--- src/hw/rtl/fbpa_pkg.sv ---
package fbpa_pkg;

    // Defaults for the top-level parameters.
    localparam int MaxPagesDef  = 8;
    localparam int MaxBlocksDef = 256;

    // Fixed field widths of the request and response words.
    localparam int PageFieldW = 3;
    localparam int SlotFieldW = 8;
    localparam int OffsetW    = 24;
    localparam int BlockSizeW = 16;
    localparam int BppW       = 9;
    localparam int CfgDataW   = 16;
    localparam int CfgIndexW  = 1;

    // Register reset values.
    localparam logic [BlockSizeW-1:0] BlockSizeRst = 16'd8;
    localparam logic [BppW-1:0]       BppRst       = 9'd256;

    // Configuration register indexes.
    localparam logic [CfgIndexW-1:0] REG_BLOCK_SIZE      = 1'b0;
    localparam logic [CfgIndexW-1:0] REG_BLOCKS_PER_PAGE = 1'b1;

    // Request operation codes.
    localparam logic OP_ALLOC = 1'b0;
    localparam logic OP_FREE  = 1'b1;

    typedef enum logic [1:0] {
        ST_ALLOC   = 2'd0,
        ST_FREED   = 2'd1,
        ST_NOPAGE  = 2'd2,
        ST_BADFREE = 2'd3
    } t_status;

    typedef enum logic {
        S_IDLE = 1'b0,
        S_POP  = 1'b1
    } t_state;

    typedef struct packed {
        t_status               status;
        logic [PageFieldW-1:0] out_page;
        logic [SlotFieldW-1:0] out_slot;
        logic [OffsetW-1:0]    byte_offset;
    } t_result;

endpackage

--- src/hw/rtl/fbpa_result_q.sv ---
module fbpa_result_q
    import fbpa_pkg::*;
(
    input  logic    i_clk,
    input  logic    i_rst_n,
    input  logic    i_push,
    input  t_result i_data,
    output logic    o_full,
    output logic    o_valid,
    output t_result o_data,
    input  logic    i_pop
);

    // Two-entry queue so a result can be produced while the previous one waits.
    t_result    r_mem [2];
    logic       r_wr_ptr;
    logic       r_rd_ptr;
    logic [1:0] r_count;
    logic       do_pop;

    assign o_valid = (r_count != 2'd0);
    assign o_full  = (r_count == 2'd2);
    assign o_data  = r_mem[r_rd_ptr];
    assign do_pop  = i_pop && o_valid;

    always_ff @(posedge i_clk) begin
        if (i_push) begin
            r_mem[r_wr_ptr] <= i_data;
        end
    end

    always_ff @(posedge i_clk) begin
        if (!i_rst_n) begin
            r_wr_ptr <= 1'b0;
            r_rd_ptr <= 1'b0;
            r_count  <= 2'd0;
        end else begin
            if (i_push) begin
                r_wr_ptr <= ~r_wr_ptr;
            end
            if (do_pop) begin
                r_rd_ptr <= ~r_rd_ptr;
            end
            case ({i_push, do_pop})
                2'b10:   r_count <= r_count + 2'd1;
                2'b01:   r_count <= r_count - 2'd1;
                default: r_count <= r_count;
            endcase
        end
    end

endmodule

--- config.mk ---
export PLATFORM = sky130hd
export DESIGN_NAME = fbpa_result_q
export DESIGN_NICKNAME = d
export VERILOG_FILES = /design/src/hw/rtl/fbpa_pkg.sv /design/src/hw/rtl/fbpa_result_q.sv
export SDC_FILE = /design/constraint.sdc
export NUM_CORES = 1
export LEC_CHECK = 0
export ABC_AREA = 0
export BUFFER_PORTS_ARGS = -buffer_cell sky130_fd_sc_hd__buf_4
export CORE_MARGIN = 2
export CORE_UTILIZATION = 44
export CTS_BUF_LIST = sky130_fd_sc_hd__clkbuf_4 sky130_fd_sc_hd__clkbuf_8
export CTS_CLUSTER_SIZE = 28
export DETAILED_ROUTE_END_ITERATION = 7
export PLACE_DENSITY = 0.68
export SETUP_SLACK_MARGIN = 0.15
export SYNTH_ARGS = -nofsm -noshare
export SYNTH_HDL_FRONTEND = slang
export SYNTH_SLANG_ARGS = --single-unit
--- constraint.sdc ---
create_clock -name i_clk -period 2.19 [get_ports i_clk]
set_input_delay 0.219 -clock i_clk [delete_from_list [all_inputs] [get_ports i_clk]]
set_output_delay 0.219 -clock i_clk [all_outputs]
set_load 0.01 [all_outputs]
# [Word level (Yosys, flattened, before mapping)]
# Memories as Yosys holds them, arrays and structs flattened. A register that Yosys moved wholly into a read port is not among the register bits.
# Cells that the tools add are included.
[classes] n_eq_ne=3 bitwise_logic=2 reduce_logical=3 mux=5 addsub=2
[op_table] operator="equality test 2 bit, second input constant" count=2
[op_table] operator="2-to-1 mux 1 bit" count=4
[op_table] operator="case mux 2 bit (2 select lines)" count=1
[op_table] operator="nonzero test 2 bit" count=2
[op_table] operator="adder 2 x 1 -> 2 bit, second input constant" count=1
[op_table] operator="equality test 2 x 1 -> 1 bit, second input constant" count=1
[op_table] operator="inverter 1 bit" count=2
[op_table] operator="subtractor 2 x 1 -> 2 bit, second input constant" count=1
[op_table] operator="logical AND 1 bit" count=1
[word_totals] out_inout_bits=39 reg_bits=4 n_memories=1 elab_cells=19 mem_bits_rw=74 input_bits=41
[mem_list] memory="r_mem" depth=2 word_bits=37 read_ports=1 rd_ports_with_merged_regs=1 wr=1 line_no="fbpa_result_q.sv:15" text="t_result r_mem [2];"

# [Logic depth before layout (Yosys ltp)]
[logic_depth] depth_word=4 ltp_mapped=5 ltp_nobuf=5

# [Least setup slack after synthesis]
# No wires, ideal clock.
[synth_path] path_kind="reg-to-reg" start="register r_wr_ptr" end="memory r_mem[0][0] (netlist bit) (enable)" setup_ns=0.433 path_buffers=0 stages_incl_launch_ff=2 setup_slack_ns=-0.145 arrival_time_ns=1.901 synth_period_minus_slack_ns=2.335 required_ns=1.757 cell_sequence="dfxtp_1 > nor2_1"
[synth_rtl] element="start: declaration" line_no="fbpa_result_q.sv:16" text="logic r_wr_ptr;"
[synth_rtl] element="start signal: assignment" line_no="fbpa_result_q.sv:39" text="r_wr_ptr <= ~r_wr_ptr;"
[synth_rtl] element="end: declaration" line_no="fbpa_result_q.sv:15"
# Straight into the memory's write port.

==> flow_summary.ini <==
[cts]
postCtsSetupBuffers = 0
htreeDepth = 3
holdBufCountCts = 0
cts_resized = 0
cts.sinks = 79
cts_tree = done
clk_latency_ns = 0.33
numCtsBuffers = 9
cts_max_path_buffers = 2
cts.clk_slew.worst_paths_ns = 0.08
root_buffer = clkbuf_8

[detailed_routing]
first_iter_violations = 52
vias = 1500
wirelength_mm = 4.89
ant_nets = 0
drtPass1Iterations = 4
via_per_inst = 4.87
drc_errors = 0
wl_per_cell_um = 15.9

[sta]
fin_setup_tns_ns = 0
max-slew-margin-rel_pct = 65.4
slew_violations = 0
rsz0062_at_grt = no
hold_violations = 0
setup_violations = 0
worst_slew_pin_slew_ns = 0.519
setup_ws_ns = 0.480
post-route-min-period_ns = 1.71
fmax_mhz = 585
post-route-period-util_pct = 78.1
fin_worst_skew_ns = 0.00621

[place]
dpl.hpwl_mm = 3.18
pre_cts_ws_ns = 0.731
io_buffers = 79
place.gp.congestion = 0.669

[die]
dieWidth_um = 85.0
rows = 29
die_area_um2 = 7220
boundaryPins = 80
dieHeight_um = 85.0
initial_core_util_pct = 45.4
coreArea_um2 = 6350

[power]
power_density_nw_per_um2 = 1010
ir_worst_vdd_uv = 528
p_leak_nw = 1.42

[synth]
yosysWarnings = 0
synth_top_area_share_pct = 77.0
ys_ff_latch = 79
synth_ff_type = edfxtp_1
yosysMostFrequentCell = edfxtp_1
synth_area_um2 = 2890
synth_area_leader_cell = edfxtp_1
async_flop_share_pct = 0
synth_nets = 180
synth_top_cells_by_count = edfxtp_1, mux2_2, dfxtp_1
avgSynthCellArea_um2 = 20.9
synth_seq_area_share_pct = 80.5
synth_cell_type_count = 16
synth_edf_count = 74
synthTopCellsByArea = edfxtp_1, mux2_2, dfxtp_1, xnor2_1, buf_2
synth_cells = 138

[outcome]
status = finished, final reports clean

[setup_path]
slowest_stage = dfxtp_2
worstPathRequired_ns = 1.97
crit_arrival_ns = 1.49
cpLargestDelayFamily = flip-flops
slowest_delay_ns = 0.39
critPathLaunchType = flop
path_buf_inv = 2
path_max_fanout = 34
critPathKind = reg2out
end_kind = primary output
path_cells = buf_12, mux2_2, buf_4

[hold_path]
hold_path_class = in2reg

[global_route]
grt_max_degree = 38
grt_pass1_wl_mm = 7.51
grt_usage_pct = 13.8
grt_pass1_vias = 1587
antenna_found_initial = 0
grt_overflow = 0

[finish]
n_fill_cell = 491
drive_gt1_share_pct = 59.7
seqCellArea_um2 = 2320
multi_input_area_um2 = 548
final_nets = 269
antenna_cells = 0
syn_to_final_growth_pct = 32.5
fin_util_pct = 60.2

[run]
max-cap-violations = 0
stage by stage:
step / instance area, µm² / total power, mW / hold slack (ns) / std cells
finish: 3820 / 3.88 / 0.0689 / 308
global route: 3820 / 4.05 / 0.0444 / 308
CTS: 3820 / 3.94 / 0.0499 / 308
detailed placement: 3610 / 2.81 / 0.408 / 293
global placement: 3610 / 2.80 / 0.404 / 293
floorplan: 2890 / 2.37 / 0.318 / 138
flip-flops by register name, summed over array words and instances (netlist names), named ones only:
register  flops
r_count       2
r_rd_ptr      1
r_mem        74
r_wr_ptr      1
placed cells by master (no fill, tap or decap):
cell / netlist / final
a21boi_1: 1 / 1
and2_1: 2 / 1
and2_2: 0 / 1
and2b_2: 1 / 1
buf_12: 0 / 2
buf_4: 0 / 80
bufinv_16: 0 / 2
clkbuf_8: 0 / 9
clkinv_1: 0 / 1
clkinvlp_4: 0 / 3
dfxtp_1: 5 / 4
dfxtp_2: 0 / 1
edfxtp_1: 74 / 74
ha_1: 1 / 1
inv_1: 1 / 1
mux2_2: 37 / 37
nor2_4: 0 / 1
nor2b_1: 3 / 3
o21a_1: 2 / 2
o21ai_0: 1 / 1
or2_2: 1 / 1
or3_1: 1 / 1
xnor2_1: 3 / 3
area by class of cell:
cell class	count	share of cell area, %
tap	77	2.52
inverter	1	0.0982
clock buffer	9	3.24
sequential	79	60.8
multi-input combinational	54	14.3
clock inverter	6	2.26
timing repair buffer	82	16.8
path summary, 6_finish.rpt:
| kind | to | start | slack, ns | cells past startpoint |
|---|---|---|---|---|
| max | o_data[30] | flop | 0.48 | 3 |
| min | r_mem[1][17] | i_data[17] | 0.07 | 1 |
| max reg2reg | r_count[1] | r_count[0] | 0.75 | 4 |
| min reg2reg | r_count[1] | r_count[1] | 0.52 | 2 |
worst register-to-register path, cell delays in order, from the launching register on:
cell	delay, ns
dfxtp_1	0.35
o21a_1	0.21
ha_1	0.31
or3_1	0.36
a21boi_1	0.14
logic make-up (layout without fill, tap and decap cells):
family	count (synthesis)	in the layout	synth area share, %
xor gates and xnor gates	3	3	0.911
DFF	79	79	80.5
AOI/OAI and AO/OA	4	4	0.954
and+or+nand+nor	9	9	1.95
buffers and inverters	5	98	0.824
adders and majority gates	1	1	0.434
muxes	37	37	14.4
metal layers:
layer	vias up	GRT usage (%)	routed length, µm
met5	-	0	0
met1	732	16.2	2030
met4	0	7.79	92
li1	713	-	-
met2	46	23.5	2530
met3	9	3.02	226
power breakdown:
group | internal (mW) | switching, mW
Clock | 0.631 | 0.483
Sequential | 1.76 | 0.0481
Combinational | 0.551 | 0.400
Total | 2.94 | 0.932
Note: power is estimated with default switching activity, not from simulation.
